<file path="src/hw/rtl/rgnu_pkg.sv">
// Shared types and constants for the RTCP generic NACK unpacker.
package rgnu_pkg;

    localparam logic [3:0] HDR_SSRC_BYTES = 4'd4;
    localparam logic [3:0] HDR_BYTES      = 4'd8;
    localparam logic [3:0] HDR_DONE_ITEM  = 4'd9;
    localparam logic [1:0] ITEM_LAST      = 2'd3;

    typedef enum logic [1:0] {
        KIND_ID    = 2'd0,
        KIND_END   = 2'd1,
        KIND_SHORT = 2'd2
    } t_kind;

    typedef enum logic [1:0] {
        ST_IDLE,
        ST_PID,
        ST_SCAN,
        ST_FIN
    } t_state;

    typedef struct packed {
        logic        item;
        logic        fin;
        logic        ended;
        logic [15:0] pid;
        logic [15:0] mask;
        logic [31:0] sender;
        logic [31:0] media;
    } t_job;

endpackage

</file>
<file path="src/hw/rtl/rgnu_ifs.sv">
// Valid/ready channel interfaces for payload bytes and results.
interface rgnu_in_if;
    logic       valid;
    logic       ready;
    logic [7:0] payload_byte;
    logic       byte_is_final;

    modport source (output valid, output payload_byte, output byte_is_final, input ready);
    modport sink   (input valid, input payload_byte, input byte_is_final, output ready);
endinterface

interface rgnu_out_if;
    logic        valid;
    logic        ready;
    logic [1:0]  result_kind;
    logic [15:0] lost_packet_id;
    logic [31:0] sender_ssrc_out;
    logic [31:0] media_ssrc_out;
    logic        run_last;

    modport source (output valid, output result_kind, output lost_packet_id,
                    output sender_ssrc_out, output media_ssrc_out, output run_last,
                    input ready);
    modport sink   (input valid, input result_kind, input lost_packet_id,
                    input sender_ssrc_out, input media_ssrc_out, input run_last,
                    output ready);
endinterface

</file>
<file path="src/hw/rtl/rgnu_capture.sv">
// Header and NACK item byte capture.
module rgnu_capture (
    input  logic          i_clk,
    input  logic          i_rst_n,
    input  logic          i_take,
    input  logic [7:0]    i_byte,
    input  logic          i_final,
    output rgnu_pkg::t_job o_job
);
    import rgnu_pkg::*;

    logic [3:0]  r_hdr_cnt;
    logic [1:0]  r_phase;
    logic [23:0] r_item;
    logic [31:0] r_sender;
    logic [31:0] r_media;
    logic        item_done;

    assign item_done = (r_hdr_cnt >= HDR_BYTES) && (r_phase == ITEM_LAST);

    always_comb begin
        o_job.item   = item_done;
        o_job.fin    = i_final;
        o_job.ended  = item_done || (r_hdr_cnt == HDR_DONE_ITEM);
        o_job.pid    = r_item[23:8];
        o_job.mask   = {r_item[7:0], i_byte};
        o_job.sender = r_sender;
        o_job.media  = r_media;
    end

    always_ff @(posedge i_clk) begin
        if (!i_rst_n) begin
            r_hdr_cnt <= '0;
            r_phase   <= '0;
            r_item    <= '0;
            r_sender  <= '0;
            r_media   <= '0;
        end else if (i_take) begin
            if (i_final) begin
                r_hdr_cnt <= '0;
                r_phase   <= '0;
                r_item    <= '0;
                r_sender  <= '0;
                r_media   <= '0;
            end else if (r_hdr_cnt < HDR_SSRC_BYTES) begin
                r_sender  <= {r_sender[23:0], i_byte};
                r_hdr_cnt <= r_hdr_cnt + 4'd1;
            end else if (r_hdr_cnt < HDR_BYTES) begin
                r_media   <= {r_media[23:0], i_byte};
                r_hdr_cnt <= r_hdr_cnt + 4'd1;
            end else if (!item_done) begin
                r_item  <= {r_item[15:0], i_byte};
                r_phase <= r_phase + 2'd1;
            end else begin
                r_item    <= '0;
                r_phase   <= '0;
                r_hdr_cnt <= HDR_DONE_ITEM;
            end
        end
    end

endmodule

</file>
<file path="src/hw/rtl/rgnu_scan.sv">
// Result sequencer: one incrementer walks the loss mask a bit a cycle unless stalled.
module rgnu_scan (
    input  logic           i_clk,
    input  logic           i_rst_n,
    input  logic           i_start,
    input  rgnu_pkg::t_job i_job,
    input  logic           i_out_ready,
    output logic           o_idle,
    output logic           o_valid,
    output logic [1:0]     o_kind,
    output logic [15:0]    o_id,
    output logic [31:0]    o_sender,
    output logic [31:0]    o_media,
    output logic           o_last
);
    import rgnu_pkg::*;

    t_state      r_state, n_state;
    logic [15:0] r_cur, n_cur;
    logic [15:0] r_mask, n_mask;
    logic        r_fin, n_fin;
    logic        r_ended, n_ended;
    logic [31:0] r_sender, n_sender;
    logic [31:0] r_media, n_media;
    logic        r_valid, n_valid;
    t_kind       r_kind, n_kind;
    logic [15:0] r_id, n_id;
    logic [31:0] r_osnd, n_osnd;
    logic [31:0] r_omed, n_omed;
    logic        r_last, n_last;
    logic        slot_free;
    logic        mask_rest_zero;
    logic [15:0] id_inc;

    assign slot_free      = !r_valid || i_out_ready;
    assign mask_rest_zero = (r_mask[15:1] == 15'd0);
    assign id_inc         = r_cur + 16'd1;

    always_ff @(posedge i_clk) begin
        if (!i_rst_n) begin
            r_state <= ST_IDLE;
            r_valid <= 1'b0;
        end else begin
            r_state <= n_state;
            r_valid <= n_valid;
        end
    end

    always_ff @(posedge i_clk) begin
        r_cur    <= n_cur;
        r_mask   <= n_mask;
        r_fin    <= n_fin;
        r_ended  <= n_ended;
        r_sender <= n_sender;
        r_media  <= n_media;
        r_kind   <= n_kind;
        r_id     <= n_id;
        r_osnd   <= n_osnd;
        r_omed   <= n_omed;
        r_last   <= n_last;
    end

    always_comb begin
        n_state  = r_state;
        n_cur    = r_cur;
        n_mask   = r_mask;
        n_fin    = r_fin;
        n_ended  = r_ended;
        n_sender = r_sender;
        n_media  = r_media;
        n_valid  = r_valid && !i_out_ready;
        n_kind   = r_kind;
        n_id     = r_id;
        n_osnd   = r_osnd;
        n_omed   = r_omed;
        n_last   = r_last;
        unique case (r_state)
            ST_IDLE: begin
                if (i_start) begin
                    n_cur    = i_job.pid;
                    n_mask   = i_job.mask;
                    n_fin    = i_job.fin;
                    n_ended  = i_job.ended;
                    n_sender = i_job.sender;
                    n_media  = i_job.media;
                    if (i_job.item) begin
                        n_state = ST_PID;
                    end else if (i_job.fin) begin
                        n_state = ST_FIN;
                    end
                end
            end
            ST_PID: begin
                if (slot_free) begin
                    n_valid = 1'b1;
                    n_kind  = KIND_ID;
                    n_id    = r_cur;
                    n_osnd  = r_sender;
                    n_omed  = r_media;
                    n_last  = (r_mask == 16'd0) && !r_fin;
                    if (r_mask != 16'd0) begin
                        n_state = ST_SCAN;
                    end else begin
                        n_state = r_fin ? ST_FIN : ST_IDLE;
                    end
                end
            end
            ST_SCAN: begin
                if (slot_free || !r_mask[0]) begin
                    if (r_mask[0]) begin
                        n_valid = 1'b1;
                        n_kind  = KIND_ID;
                        n_id    = id_inc;
                        n_osnd  = r_sender;
                        n_omed  = r_media;
                        n_last  = mask_rest_zero && !r_fin;
                    end
                    n_cur  = id_inc;
                    n_mask = {1'b0, r_mask[15:1]};
                    if (mask_rest_zero) begin
                        n_state = r_fin ? ST_FIN : ST_IDLE;
                    end
                end
            end
            ST_FIN: begin
                if (slot_free) begin
                    n_valid = 1'b1;
                    n_kind  = r_ended ? KIND_END : KIND_SHORT;
                    n_id    = 16'd0;
                    n_osnd  = r_ended ? r_sender : 32'd0;
                    n_omed  = r_ended ? r_media : 32'd0;
                    n_last  = 1'b1;
                    n_state = ST_IDLE;
                end
            end
            default: n_state = ST_IDLE;
        endcase
    end

    assign o_idle   = (r_state == ST_IDLE);
    assign o_valid  = r_valid;
    assign o_kind   = r_kind;
    assign o_id     = r_id;
    assign o_sender = r_osnd;
    assign o_media  = r_omed;
    assign o_last   = r_last;

endmodule

</file>
<file path="src/hw/rtl/rtcp_generic_nack_unpacker_top.sv">
// Top level: RTCP generic NACK payload unpacker.
// A byte that completes no item leaves the scan sequencer idle, unless it is final.
// A byte that completes an item emits its packet id, then walks the mask up to the highest
// set bit; a final byte then adds an end word. Output stalls hold the sequencer meanwhile.
// Rate is set by the single-bit mask walk in the scan sequencer.
// Synchronous active-low reset clears the parse state and empties the output register.
module rtcp_generic_nack_unpacker_top (
    input  logic       i_clk,
    input  logic       i_rst_n,
    rgnu_in_if.sink    i_in,
    rgnu_out_if.source o_out
);
    import rgnu_pkg::*;

    t_job job;
    logic idle;
    logic take;

    assign take       = i_in.valid && idle;
    assign i_in.ready = idle;

    rgnu_capture u_capture (
        .i_clk   (i_clk),
        .i_rst_n (i_rst_n),
        .i_take  (take),
        .i_byte  (i_in.payload_byte),
        .i_final (i_in.byte_is_final),
        .o_job   (job)
    );

    rgnu_scan u_scan (
        .i_clk       (i_clk),
        .i_rst_n     (i_rst_n),
        .i_start     (take),
        .i_job       (job),
        .i_out_ready (o_out.ready),
        .o_idle      (idle),
        .o_valid     (o_out.valid),
        .o_kind      (o_out.result_kind),
        .o_id        (o_out.lost_packet_id),
        .o_sender    (o_out.sender_ssrc_out),
        .o_media     (o_out.media_ssrc_out),
        .o_last      (o_out.run_last)
    );

endmodule

</file>
<file path="src/flat_wrapper.sv">
// flat-port wrapper written by rule: the top's interface ports become plain ports
module rtcp_generic_nack_unpacker_top_flat import rgnu_pkg::*;
  (i_clk, i_rst_n, i_in_valid, i_in_payload_byte, i_in_byte_is_final, i_in_ready, o_out_valid, o_out_result_kind, o_out_lost_packet_id, o_out_sender_ssrc_out, o_out_media_ssrc_out, o_out_run_last, o_out_ready);
  rgnu_in_if i_in_i ();
  rgnu_out_if o_out_i ();
  input  logic i_clk;
  input  logic i_rst_n;
  input wire logic [$bits(i_in_i.valid)-1:0] i_in_valid;
  input wire logic [$bits(i_in_i.payload_byte)-1:0] i_in_payload_byte;
  input wire logic [$bits(i_in_i.byte_is_final)-1:0] i_in_byte_is_final;
  output wire logic [$bits(i_in_i.ready)-1:0] i_in_ready;
  output wire logic [$bits(o_out_i.valid)-1:0] o_out_valid;
  output wire logic [$bits(o_out_i.result_kind)-1:0] o_out_result_kind;
  output wire logic [$bits(o_out_i.lost_packet_id)-1:0] o_out_lost_packet_id;
  output wire logic [$bits(o_out_i.sender_ssrc_out)-1:0] o_out_sender_ssrc_out;
  output wire logic [$bits(o_out_i.media_ssrc_out)-1:0] o_out_media_ssrc_out;
  output wire logic [$bits(o_out_i.run_last)-1:0] o_out_run_last;
  input wire logic [$bits(o_out_i.ready)-1:0] o_out_ready;
  assign i_in_i.valid = i_in_valid;
  assign i_in_i.payload_byte = i_in_payload_byte;
  assign i_in_i.byte_is_final = i_in_byte_is_final;
  assign i_in_ready = i_in_i.ready;
  assign o_out_valid = o_out_i.valid;
  assign o_out_result_kind = o_out_i.result_kind;
  assign o_out_lost_packet_id = o_out_i.lost_packet_id;
  assign o_out_sender_ssrc_out = o_out_i.sender_ssrc_out;
  assign o_out_media_ssrc_out = o_out_i.media_ssrc_out;
  assign o_out_run_last = o_out_i.run_last;
  assign o_out_i.ready = o_out_ready;
  rtcp_generic_nack_unpacker_top u_core (.i_clk(i_clk), .i_rst_n(i_rst_n), .i_in(i_in_i), .o_out(o_out_i));
endmodule
</file>
<file path="config.mk">
export PLATFORM = sky130hd
export DESIGN_NAME = rtcp_generic_nack_unpacker_top_flat
export DESIGN_NICKNAME = d
export VERILOG_FILES = /design/src/hw/rtl/rgnu_pkg.sv /design/src/hw/rtl/rgnu_ifs.sv /design/src/hw/rtl/rgnu_capture.sv /design/src/hw/rtl/rgnu_scan.sv /design/src/hw/rtl/rtcp_generic_nack_unpacker_top.sv /design/src/flat_wrapper.sv
export SDC_FILE = /design/constraint.sdc
export NUM_CORES = 1
export LEC_CHECK = 0
export ABC_AREA = 1
export ABC_CLOCK_PERIOD_IN_PS = 8150
export BUFFER_PORTS_ARGS = -buffer_cell sky130_fd_sc_hd__clkbuf_2
export CAP_MARGIN = 25
export CORE_ASPECT_RATIO = 1.25
export CORE_MARGIN = 4
export CORE_UTILIZATION = 55
export DETAILED_ROUTE_END_ITERATION = 10
export GPL_TIMING_DRIVEN = 0
export PLACE_DENSITY = 0.75
export SYNTH_ARGS = -nofsm -noshare
export SYNTH_HDL_FRONTEND = slang
export SYNTH_SLANG_ARGS = --single-unit
</file>
<file path="constraint.sdc">
create_clock -name i_clk -period 8.15 [get_ports i_clk]
set_clock_uncertainty 0.1 [all_clocks]
set_input_delay 0.815 -clock i_clk [delete_from_list [all_inputs] [get_ports i_clk]]
set_output_delay 0.815 -clock i_clk [all_outputs]
set_load 0.01 [all_outputs]
</file>
# Word-level counts from Yosys, hierarchy flattened
# Cells that the tools add are included.
# totals
ff_bits	278
input_bits	13
output_inout_bits	85
word_cells	132
# op_classes
n_addsub	3
n_lt_le_gt_ge	3
n_eq_ne	14
muxes	64
reduce_logical	30
# ops
cell	n
$mux 32	15
$pmux 32 s3	2
$mux 16	8
$mux 24	4
$pmux 16 s2	2
$pmux 16 s3	1
$mux 2	17
$add 16x1->16 const B	1
$logic_not 16->1	1
$mux 4	4
$ne 2x2->1 const B	8
$reduce_bool 16->1	1
$logic_not 15->1	1
$reduce_and 3->1	3
$pmux 2 s4	1
$mux 1	7
$eq 2x2->1 const B	3
$pmux 2 s3	1
$reduce_and 2->1	3
$reduce_and 6->1	1
$reduce_bool 2->1	3
$logic_and 1x1->1	5
$reduce_and 5->1	1
$add 4x1->4 const B	1
other kinds (15)	20

# Longest topological paths before layout
# depth
depth_word	6
depth_mapped	12
ltp_nobuf	11

# By module
# Synthesis repeated with hierarchy kept, for this count alone.
# hier_totals
cells_unflattened	1153
hier_area_um2	11429.7
# by_module_without_submodules
mod	instances	cells_each	area_per_inst_um2
rgnu_scan	1	586	7180.6
rgnu_capture	1	565	4241.6
rtcp_generic_nack_unpacker_top	1	2	7.5

# Least setup slack after synthesis
# No wires, ideal clock.
# synth_path
path_kind	in2reg
startpoint	in o_out_ready
endpoint	reg u_core.u_scan.r_id[0], in the netlist u_core.u_scan.o_id[0] (enable)
setup_time_ns	0.437
t_arrival_ns	2.578
required_ns	7.613
path_slack_ns	5.035
cell_stages	4
n_path_buf	0
path_cell_list	nor2_1 inv_1 nand2_1 inv_1
# synth_via
elab_chain_len	4
elab_cells_between_ends	6
classes_between	eq/ne: 3; reduce/logical: 3
# synth_rtl
item	line	source
from (decl)	flat_wrapper.sv:18	input wire logic [$bits(o_out_i.ready)-1:0] o_out_ready;
$logic_or 1x1->1 (*)	rgnu_scan.sv:35	assign slot_free = !r_valid || i_out_ready;
$logic_or 1x1->1	rgnu_scan.sv:109	if (slot_free || !r_mask[0]) begin
$ne 2x2->1 (no source line)	-	
$reduce_and 5->1 (no source line) (*)	-	
to (signal assigned)	rgnu_scan.sv:57	r_id <= n_id;
to (decl)	rgnu_scan.sv:27	logic [15:0] r_id, n_id;
# Every way passes the cells marked *; elsewhere a longest branch is shown, timed or not.
# A chain may end at the register's enable or synchronous reset.

# Worst setup path in the final report
# layout_path
startpoint	reg u_core.u_scan.r_state[1]
endpoint	out i_in_ready
# layout_via
elab_chain_len	1
# layout_rtl
item	line	source
from (decl)	rgnu_scan.sv:18	t_state r_state, n_state;
from (signal assigned)	rgnu_scan.sv:44	r_state <= n_state;
$logic_not 2->1	rgnu_scan.sv:140	assign o_idle = (r_state == ST_IDLE);
to (decl)	flat_wrapper.sv:11	output wire logic [$bits(i_in_i.ready)-1:0] i_in_ready;
# Every way passes these cells.

==> impl_metrics.toml <==
[run_status]
status = "finished clean"

[detailed_routing]
wl_per_cell_um = 15.73
vias = 7249
wl_um = 21970
via_per_inst = 5.193
drtIter0Drc = 507
drc = 0
final_antenna_net_count = 0
first_pass_iters = 5

[layout]
drive_above_1_share_pct = 18.83
multi_input_area_um2 = 2699
final_nets = 1131
final_util_pct = 64.95
fin_cells = 1396
design_area_um2 = 12600
syn2layout_area_growth_pct = 16.27
antennaDiodeCount = 0
n_fill_cell = 1521
seqCellArea_um2 = 7377

[pwr]
ir_drop_v = 0.0002043
power_mw = 4.731
pwr_density_cell_nw_per_um2 = 375.5
p_leak_nw = 5.061

[clocking]
path_clk_slew_ns = 0.07
cts_buffers = 26
post_cts_resized = 0
cts_setup_buffers = 0
cts-hold-fix-buffers = 0
clk_latency_ns = 0.52
cts_tree = "yes"
h-tree-depth = 1
cts_root_buffer = "clkbuf_16"
clk_path_buf_depth = 3
clock-sinks = 278

[setup_path]
start_kind = "register"
cp.arrival_ns = 1.29
cp-end-kind = "output port"
crit_type = "register to output port"
path_max_fanout = 6
required_ns = 7.24

[synthesis]
syn_nets = 1005
ys_top_cells_by_area = "edfxtp_1, dfxtp_1, nor2_1"
syn_area_per_cell_um2 = 10.99
synth-edff-count = 181
ys_types = 33
synth_seq_cells = 278
synth_flop_cell = "edfxtp_1"
yosys.cell_count.top_type = "edfxtp_1"
postSynthCellCount = 986
yosysWarnings = 0
synth_common_cells = "edfxtp_1, nor2_1, inv_1"
synthesis.area_um2 = 10840
yosysTopAreaCell = "edfxtp_1"
synthArstFlopShare_pct = 0
yosysTopAreaCellShare_pct = 50.16
seq_area_frac_synth_pct = 68.08

[floorplan]
start_util_pct = 55.86
ios = 98
die_w_um = 133.6
rows = 57
die-area_um2 = 22030
core_area_um2 = 19400
die-height_um = 164.9

[timing]
fin_crit_ns = 2.203
worstMarginPinSlew_ns = 0.9225
slew_viol_final = 0
fin_crit_sh_pct = 27.03
tns_ns = 0
max_freq_mhz = 453.9
holdWs_ns = 0.3315
slew_headroom_pct = 38.50
fin_ws_ns = 5.947
setup-violations-final = 0
finalHoldViolCount = 0
rsz0062_at_grt = "false"

[global_route]
grt_pass1_wl_um = 35170
first_global_vias = 7127
grt_antenna_before_repair = 0
globalRouteTotalUtil_pct = 19.88
grt_max_degree = 76
grt_overflow = 0

[place]
hpwl_um = 15090
gp_congestion = 0.8667
dpl_cell_area_um2 = 11720
place_ws_ns = 5.588
io_buffers = 96
dp_cells = 1349

[job]
max_cap_violations = 0

[worst_hold_path]
hold_class = "register to register"
report_power, final:
part / internal [mW] / leakage, nW / total [mW] / switching, mW
registers: 2.11 / 2.55 / 2.29 / 0.179
clock network: 0.739 / 0.425 / 1.23 / 0.494
logic: 0.383 / 2.08 / 1.21 / 0.824
total: 3.24 / 5.06 / 4.73 / 1.50
area by class of cell:
class / instances / share of cell area [%]
Sequential cell: 278 / 58.55
Multi-Input combinational cell: 520 / 21.42
Clock buffer: 32 / 5.591
Timing Repair Buffer: 98 / 4.250
Inverter: 139 / 4.181
Tap cell: 265 / 2.632
Buffer: 49 / 1.986
Clock inverter: 15 / 1.390
cells by family (layout without fill, tap and decap cells):
group | count (synthesis) | after routing | share of synthesized area, %
buf+inv | 188 | 333 | 7.124
simple gates | 321 | 321 | 12.63
xor+xnor | 3 | 3 | 0.2425
fa+ha+maj | 6 | 6 | 0.6927
compound gates | 190 | 190 | 11.23
flops | 278 | 278 | 68.08
worst max-delay path, cell delays in order (launching register included):
cell and delay [ns]:
dfxtp_1 0.39, nor2_4 0.21, clkbuf_2 0.18
sequential cells by signal, summed over array words and instances, names as in the netlist, 4 cells and up:
name	count
u_core.u_capture.r_sender	32
u_core.u_capture.r_item	24
u_core.u_capture.r_hdr_cnt	4
u_core.u_scan.r_mask	16
u_core.u_scan.o_media	32
u_core.u_scan.o_sender	32
u_core.u_scan.r_media	32
u_core.u_scan.r_cur	16
u_core.u_scan.r_sender	32
u_core.u_scan.o_id	16
u_core.u_capture.r_media	32
layer usage:
metal  share of wire [%]  vias to the layer above  routed length (um)  GRT usage, %
met1                  42                     3390                9241         25.03
li1                    -                     3589                   -             -
met2                  50                      224               10940         34.61
met5                   0                        -                   0             0
met4                 2.3                        0                 512         7.577
met3                 5.8                       46                1270         3.382
final timing paths:
kind | from | end | slack (ns) | cells past startpoint
max | u_core.u_scan.r_state[1] | i_in_ready | 5.95 | 2
min | u_core.u_capture.r_media[2] | u_core.u_scan.r_media[2] | 0.33 | 0
max reg2reg | u_core.u_scan.r_state[1] | u_core.u_capture.r_media[30] | 5.97 | 6
min reg2reg | u_core.u_capture.r_media[2] | u_core.u_scan.r_media[2] | 0.33 | 0
layout by cell type, fill, tap and decap left out, types with 25 or more instances in the layout:
master / count
inv_1: 131
clkbuf_2: 96
nand2_1: 101
o21ai_0: 53
nor2_1: 159
edfxtp_1: 181
clkbuf_16: 27
a21oi_1: 73
a32oi_1: 25
dfxtp_1: 97
(Power assumes the default switching activity.)
